### config.mk
export PLATFORM = sky130hd
export DESIGN_NAME = signed_binary_to_decimal_ascii_core
export DESIGN_NICKNAME = d
export VERILOG_FILES = /design/src/design/sbda_pkg.sv /design/src/design/sbda_dabble_step.sv /design/src/design/signed_binary_to_decimal_ascii_core.sv
export VERILOG_INCLUDE_DIRS = /design/src /design/src/design
export SDC_FILE = /design/constraint.sdc
export NUM_CORES = 1
export LEC_CHECK = 0
export BUFFER_PORTS_ARGS = -buffer_cell sky130_fd_sc_hd__buf_2
export CAP_MARGIN = 15
export CORE_MARGIN = 2
export CORE_UTILIZATION = 43
export CTS_BUF_LIST = sky130_fd_sc_hd__clkbuf_4 sky130_fd_sc_hd__clkbuf_8 sky130_fd_sc_hd__clkbuf_16
export DETAILED_ROUTE_END_ITERATION = 8
export HOLD_SLACK_MARGIN = 0.1
export PLACE_DENSITY = 0.69
export SLEW_MARGIN = 20
export SYNTH_ARGS = -nofsm -noshare
export SYNTH_HDL_FRONTEND = slang
export SYNTH_HIERARCHICAL = 1
export SYNTH_SLANG_ARGS = --single-unit
### constraint.sdc
create_clock -name i_clk -period 5.3 [get_ports i_clk]
set_input_delay 1.59 -clock i_clk [delete_from_list [all_inputs] [get_ports i_clk]]
set_output_delay 1.59 -clock i_clk [all_outputs]
set_load 0.01 [all_outputs]
### src/design/signed_binary_to_decimal_ascii_core_defines.svh
// ----------------------------------------------------------------------------
// signed_binary_to_decimal_ascii_core_defines
// assertion macros of the converter rtl
// ----------------------------------------------------------------------------
`ifndef SIGNED_BINARY_TO_DECIMAL_ASCII_CORE_DEFINES_SVH
`define SIGNED_BINARY_TO_DECIMAL_ASCII_CORE_DEFINES_SVH

// same-cycle implication, disabled while reset is low
`define SBDA_ASSERT_SAME(lbl, clk, rst_n, ante, cons) \
    lbl: assert property (@(posedge clk) disable iff (!(rst_n)) (ante) |-> (cons)) \
        else $error("sbda assertion failed");

// next-cycle implication, disabled while reset is low
`define SBDA_ASSERT_NEXT(lbl, clk, rst_n, ante, cons) \
    lbl: assert property (@(posedge clk) disable iff (!(rst_n)) (ante) |=> (cons)) \
        else $error("sbda assertion failed");

`endif

### src/design/sbda_pkg.sv
// ----------------------------------------------------------------------------
// sbda_pkg
// types and constants of the signed binary to decimal ascii converter
// ----------------------------------------------------------------------------
`default_nettype none

package sbda_pkg;

    // input word and character widths
    localparam int IN_W   = 32;
    localparam int CHAR_W = 6;

    // decimal digit positions of the magnitude and the saturation limit
    localparam int MAG_DIGITS = 10;
    localparam int MAX_DIGITS = 10;

    // counter sizing
    localparam int BIT_W     = $clog2(IN_W);
    localparam int CNT_DEPTH = (MAX_DIGITS > MAG_DIGITS) ? MAX_DIGITS : MAG_DIGITS;
    localparam int IDX_W     = (CNT_DEPTH > 1) ? $clog2(CNT_DEPTH) : 1;
    localparam int DIG_IDX_W = $clog2(MAG_DIGITS);

    // character codes
    localparam logic [CHAR_W-1:0] CH_MINUS   = CHAR_W'(45);
    localparam logic [CHAR_W-1:0] CH_ZERO    = CHAR_W'(48);
    localparam logic [3:0]        DIGIT_NINE = 4'd9;

    // packed bcd register, one nibble per decimal digit
    typedef logic [MAG_DIGITS-1:0][3:0] t_bcd;

    // sequencer states
    typedef enum logic [2:0] {
        ST_IDLE,
        ST_CONV,
        ST_SIGN,
        ST_SKIP,
        ST_EMIT,
        ST_SAT
    } t_state;

endpackage

`default_nettype wire

### src/design/sbda_dabble_step.sv
// ----------------------------------------------------------------------------
// sbda_dabble_step
// one shift-add-3 step: corrects every bcd digit and shifts in one binary bit
// ----------------------------------------------------------------------------
`default_nettype none

module sbda_dabble_step (
    input  sbda_pkg::t_bcd i_bcd,
    input  logic           i_bit,
    output sbda_pkg::t_bcd o_bcd
);

    sbda_pkg::t_bcd                    w_adj;
    logic [sbda_pkg::MAG_DIGITS*4-1:0] w_flat;

    // add 3 to every digit of 5 or more
    always_comb begin
        for (int i = 0; i < sbda_pkg::MAG_DIGITS; i++) begin
            if (i_bcd[i] >= 4'd5) begin
                w_adj[i] = i_bcd[i] + 4'd3;
            end else begin
                w_adj[i] = i_bcd[i];
            end
        end
    end

    // shift the corrected digits left, new binary bit enters at the bottom
    assign w_flat = w_adj;
    assign o_bcd  = {w_flat[sbda_pkg::MAG_DIGITS*4-2:0], i_bit};

endmodule

`default_nettype wire

### src/design/signed_binary_to_decimal_ascii_core.sv
// ----------------------------------------------------------------------------
// signed_binary_to_decimal_ascii_core
// renders a signed 32-bit integer as decimal ascii characters, msd first
// ----------------------------------------------------------------------------
//  channel   direction  ports                          handshake
//  number    in         i_number                       start, busy
//  character out        o_character, o_last            o_strobe
//
//  an accepted word is converted by shift-add-3 steps in the shared dabble
//  step, one per input bit, then passes the sign state and visits each
//  digit position in turn (10 digit positions, leading zeros skipped
//  without output), or emits MAX_DIGITS nines when the digits saturate.
//  busy drops in the cycle the last character is on the outputs; the next
//  word may be started then. reset is synchronous and returns to idle.
//  the receiver cannot stall: each character is shown for one cycle only.
// ----------------------------------------------------------------------------
`default_nettype none

`include "signed_binary_to_decimal_ascii_core_defines.svh"

module signed_binary_to_decimal_ascii_core (
    input  logic                             i_clk,
    input  logic                             i_rst_n,
    input  logic                             start,
    output logic                             busy,
    input  logic signed [sbda_pkg::IN_W-1:0] i_number,
    output logic                             o_strobe,
    output logic [sbda_pkg::CHAR_W-1:0]      o_character,
    output logic                             o_last
);

    sbda_pkg::t_state                 r_state, n_state;
    logic [sbda_pkg::IN_W-1:0]        r_mag,   n_mag;
    sbda_pkg::t_bcd                   r_bcd,   n_bcd;
    logic [sbda_pkg::BIT_W-1:0]       r_bit,   n_bit;
    logic [sbda_pkg::IDX_W-1:0]       r_idx,   n_idx;
    logic                             r_neg,   n_neg;
    logic                             r_strobe, n_strobe;
    logic [sbda_pkg::CHAR_W-1:0]      r_char,  n_char;
    logic                             r_last,  n_last;

    logic [sbda_pkg::IN_W-1:0]        w_raw;
    sbda_pkg::t_bcd                   w_dab;
    logic [3:0]                       w_dig;
    logic                             w_ovf;

    assign w_raw = i_number;

    // shared shift-add-3 unit
    sbda_dabble_step u_dabble (
        .i_bcd (r_bcd),
        .i_bit (r_mag[sbda_pkg::IN_W-1]),
        .o_bcd (w_dab)
    );

    // digit under the output pointer
    assign w_dig = r_bcd[r_idx[sbda_pkg::DIG_IDX_W-1:0]];

    // magnitude needs more digits than the saturation limit
    always_comb begin
        w_ovf = 1'b0;
        for (int i = 0; i < sbda_pkg::MAG_DIGITS; i++) begin
            if ((i >= sbda_pkg::MAX_DIGITS) && (r_bcd[i] != 4'd0)) begin
                w_ovf = 1'b1;
            end
        end
    end

    // state and datapath registers
    always_ff @(posedge i_clk) begin
        if (!i_rst_n) begin
            r_state  <= sbda_pkg::ST_IDLE;
            r_bit    <= '0;
            r_idx    <= '0;
            r_strobe <= 1'b0;
        end else begin
            r_state  <= n_state;
            r_bit    <= n_bit;
            r_idx    <= n_idx;
            r_strobe <= n_strobe;
        end
    end

    // payload registers
    always_ff @(posedge i_clk) begin
        r_mag  <= n_mag;
        r_bcd  <= n_bcd;
        r_neg  <= n_neg;
        r_char <= n_char;
        r_last <= n_last;
    end

    // sequencer: next state and result word
    always_comb begin
        n_state  = r_state;
        n_mag    = r_mag;
        n_bcd    = r_bcd;
        n_bit    = r_bit;
        n_idx    = r_idx;
        n_neg    = r_neg;
        n_strobe = 1'b0;
        n_char   = r_char;
        n_last   = r_last;
        unique case (r_state)
            sbda_pkg::ST_IDLE: begin
                if (start) begin
                    n_neg   = w_raw[sbda_pkg::IN_W-1];
                    n_mag   = w_raw[sbda_pkg::IN_W-1] ? (~w_raw + 1'b1) : w_raw;
                    n_bcd   = '0;
                    n_bit   = '0;
                    n_state = sbda_pkg::ST_CONV;
                end
            end
            sbda_pkg::ST_CONV: begin
                n_bcd = w_dab;
                n_mag = {r_mag[sbda_pkg::IN_W-2:0], 1'b0};
                n_bit = r_bit + 1'b1;
                if (r_bit == sbda_pkg::BIT_W'(sbda_pkg::IN_W - 1)) begin
                    n_state = sbda_pkg::ST_SIGN;
                end
            end
            sbda_pkg::ST_SIGN: begin
                if (r_neg) begin
                    n_strobe = 1'b1;
                    n_char   = sbda_pkg::CH_MINUS;
                    n_last   = 1'b0;
                end
                if (w_ovf) begin
                    n_idx   = sbda_pkg::IDX_W'(sbda_pkg::MAX_DIGITS - 1);
                    n_state = sbda_pkg::ST_SAT;
                end else begin
                    n_idx   = sbda_pkg::IDX_W'(sbda_pkg::MAG_DIGITS - 1);
                    n_state = sbda_pkg::ST_SKIP;
                end
            end
            sbda_pkg::ST_SKIP: begin
                if ((w_dig == 4'd0) && (r_idx != '0)) begin
                    n_idx = r_idx - 1'b1;
                end else begin
                    n_strobe = 1'b1;
                    n_char   = sbda_pkg::CH_ZERO + sbda_pkg::CHAR_W'(w_dig);
                    n_last   = (r_idx == '0);
                    if (r_idx == '0) begin
                        n_state = sbda_pkg::ST_IDLE;
                    end else begin
                        n_idx   = r_idx - 1'b1;
                        n_state = sbda_pkg::ST_EMIT;
                    end
                end
            end
            sbda_pkg::ST_EMIT: begin
                n_strobe = 1'b1;
                n_char   = sbda_pkg::CH_ZERO + sbda_pkg::CHAR_W'(w_dig);
                n_last   = (r_idx == '0);
                if (r_idx == '0) begin
                    n_state = sbda_pkg::ST_IDLE;
                end else begin
                    n_idx = r_idx - 1'b1;
                end
            end
            sbda_pkg::ST_SAT: begin
                n_strobe = 1'b1;
                n_char   = sbda_pkg::CH_ZERO + sbda_pkg::CHAR_W'(sbda_pkg::DIGIT_NINE);
                n_last   = (r_idx == '0);
                if (r_idx == '0) begin
                    n_state = sbda_pkg::ST_IDLE;
                end else begin
                    n_idx = r_idx - 1'b1;
                end
            end
            default: begin
                n_state = sbda_pkg::ST_IDLE;
            end
        endcase
    end

    // outputs
    assign busy        = (r_state != sbda_pkg::ST_IDLE);
    assign o_strobe    = r_strobe;
    assign o_character = r_char;
    assign o_last      = r_last;

    // a character that is not the last one leaves the sequencer busy
    `SBDA_ASSERT_SAME(a_mid_run_busy, i_clk, i_rst_n, r_strobe && !r_last, busy)
    // an accepted word always starts the conversion
    `SBDA_ASSERT_NEXT(a_start_conv, i_clk, i_rst_n, start && !busy,
                      r_state == sbda_pkg::ST_CONV && r_bit == '0)
    // the minus sign never ends a run
    `SBDA_ASSERT_SAME(a_minus_not_last, i_clk, i_rst_n,
                      r_strobe && (r_char == sbda_pkg::CH_MINUS), !r_last)
    // every character is a minus sign or a decimal digit
    `SBDA_ASSERT_SAME(a_char_code, i_clk, i_rst_n, r_strobe,
                      (r_char == sbda_pkg::CH_MINUS) ||
                      ((r_char >= sbda_pkg::CH_ZERO) &&
                       (r_char <= sbda_pkg::CH_ZERO + sbda_pkg::CHAR_W'(9))))

endmodule

`default_nettype wire
==> impl_metrics.toml <==
[run_status]
run_status = "finished clean"

[pwr]
total_power_w = 0.00199
vdd_ir_drop_max_v = 0.000154
leakagePower_nw = 2.59
power_per_cell_area_nw_per_um2 = 310

[grt]
first_global_vias = 4123
globalRouteMet1Util = 0.223
largest_net_degree_at_the_start_of_global_routing = 74
groute.layer.met3.usage = 0.0456
groute.layer.met2.usage = 0.288
grt_first_pass_wirelength_um = 20100
antenna_found_initial = 0
grt_overflow = 0
globalRouteTotalUtil = 0.173
globalRoute.busiestLayer = "met2"

[finish]
mostFrequentLayoutCell = "sky130_fd_sc_hd__nand2_1"
n_fill_cell = 1208
mostFrequentLayoutCells = "sky130_fd_sc_hd__nand2_1 (85), sky130_fd_sc_hd__edfxtp_1 (79), sky130_fd_sc_hd__o21ai_0 (45)"
diodes = 0
flow.area_growth_from_synthesis_pct = 11.2
finish.utilization = 0.487
post-route-cell-area_um2 = 6430
finalNetCount = 671
fraction_of_layout_cells_with_a_size_suffix_above_1 = 0.154

[placed_design]
placement.cell_area_um2 = 6110
gp_congestion = 0.840
detailedPlace.worstSlack_ps = 1430
detailed_place_hpwl_um = 7990
io_buffer_count = 42

[sta]
rsz_0062_raised_after_global_routing = "false"
finalClockSkew_ps = 7.64
hold_viol_final = 0
finalWorstPathRequiredPeriod_ps = 3500
finalCritPeriodShare = 0.661
worst_slew_margin_rel = 0.360
highest_achievable_clock_rate_mhz = 286
tightest_slew_ps = 961
min_setup_slack_post_route_ps = 1800
setup_tns_ps = 0
timing.final.setup_violations = 0
maxSlewViolCount = 0

[clock_network]
clock_tree_from_tritoncts = "yes"
clock_sinks = 92
worst_skew_pair.late_latency_ps = 340
worst_setup_hold_path_clk_slew_ps = 70
cts_h_tree_depth = 3
clock_buffers_created_by_tritoncts = 9
cts-hold-fix-buffers = 0
clock_tree.root_cell = "sky130_fd_sc_hd__clkbuf_16"
postCtsResizedCells = 0
post_cts.repair.setup_buffers = 0
cts-root-to-sink-buffers = 2

[logic_synthesis]
syn-cell-area_um2 = 5780
post_synth_num_cell_types = 55
syn-mean-instance-area_um2 = 9.89
synthesis.nets = 644
seq_area_frac_synth = 0.455
synthesis.instances = 585
yosys_register_bits = 92
ys_warn_count = 6
synth_edf_count = 79
postSynth.asyncResetShare = 0
synth_top_flop_cell = "sky130_fd_sc_hd__edfxtp_1"

[drt]
initialDrtViolationCount = 281
wire_per_inst_um = 14.7
num_vias = 4281
antenna_left = 0
drt-total-wl_um = 11700
drcViolationCount = 0
via_per_inst = 5.40
firstDrtPassIters = 4

[setup_path]
crit_path_end_kind = "flip-flop"
worstSetupStartpointType = "primary input"
worst_setup_path_category = "in2reg"
r2r.worst_path.cells = 5
path_max_fanout = 13
worstPathArrival_ps = 3580
worst_ep_required_time_ps = 5380

[hold_path]
timing.hold.worst.class = "reg2reg"
hold-path-cell-count = 1

[floorplanning]
initial_utilization = 0.438
rows = 42
die_height_um = 120
die_area_um2 = 14400
design.portCount = 44
dieWidth_um = 120
fp.coreArea_um2 = 13200

[flow_run]
maxCapViolCount = 0
[cell type report]
cell class              instances  area [um2]  share of cell area
inverters                      30         113              0.0175
clock buffers                   9         225              0.0350
repair buffers                 46         240              0.0374
well taps                     176         220              0.0342
multi-input cells             433        2910               0.452
clock inverters                 7        91.3              0.0142
flip-flops and latches         92        2630               0.409
[Yosys cell counts (22+ instances only)]
master	number	area, um2
sky130_fd_sc_hd__and3_1	41	257
sky130_fd_sc_hd__clkbuf_1	23	86.3
sky130_fd_sc_hd__nand2b_1	22	138
sky130_fd_sc_hd__o21ai_0	45	225
sky130_fd_sc_hd__ha_1	24	300
sky130_fd_sc_hd__nor2_1	37	139
sky130_fd_sc_hd__inv_1	29	109
sky130_fd_sc_hd__xor2_1	24	210
sky130_fd_sc_hd__nand2_1	85	319
sky130_fd_sc_hd__edfxtp_1	79	2370
[cell families after synthesis]
family	share of synthesized area
AOI/OAI and AO/OA	0.131
xor gates and xnor gates	0.0576
adders and majority gates	0.0519
buffers and inverters	0.0437
DFF	0.455
muxes	0.0632
other	0.000648
and+or+nand+nor	0.197
[critical path, stage by stage]
cell and delay [ps]:
sky130_fd_sc_hd__buf_2 120, sky130_fd_sc_hd__or4_4 560, sky130_fd_sc_hd__or4b_4 650, sky130_fd_sc_hd__o41ai_1 400, sky130_fd_sc_hd__xor2_1 170, sky130_fd_sc_hd__o21ai_0 80
[final timing paths]
kind                            slack, ps              to         start
worst min-delay path                  470        r_bit[3]      r_bit[3]
worst max register to register       2250  o_character[0]      r_idx[0]
worst min register to register        470        r_bit[3]      r_bit[3]
worst max-delay path                 1800       r_mag[25]  i_number[12]
[power breakdown]
group	leakage, nW	internal (W)	switching (W)
clock network	0.145	0.000411	0.000274
logic	1.55	0.000154	0.000200
registers	0.901	0.000893	0.0000624
[metal layers]
metal / routed length [um] / vias up / share of wire
li1: - / 2156 / -
met3: 510 / 14 / 0.044
met4: 165 / 0 / 0.014
met2: 5640 / 95 / 0.48
met1: 5380 / 2016 / 0.46
met5: 0 / - / 0
[registers in the layout, summed over array words and instances (netlist names)]
| signal | count |
|---|---|
| r_bcd | 40 |
| o_strobe | 1 |
| r_idx | 4 |
| o_last | 1 |
| o_character | 5 |
| r_bit | 5 |
| r_neg | 1 |
| r_mag | 32 |
| r_state | 3 |
[per-stage QoR]
step                cells  hold WS [ps]
floorplan             585           423
global placement      777           442
detailed placement    777           452
CTS                   793           465
global route          793           487
finish                793           466
Power figures use the tool's default switching activity.
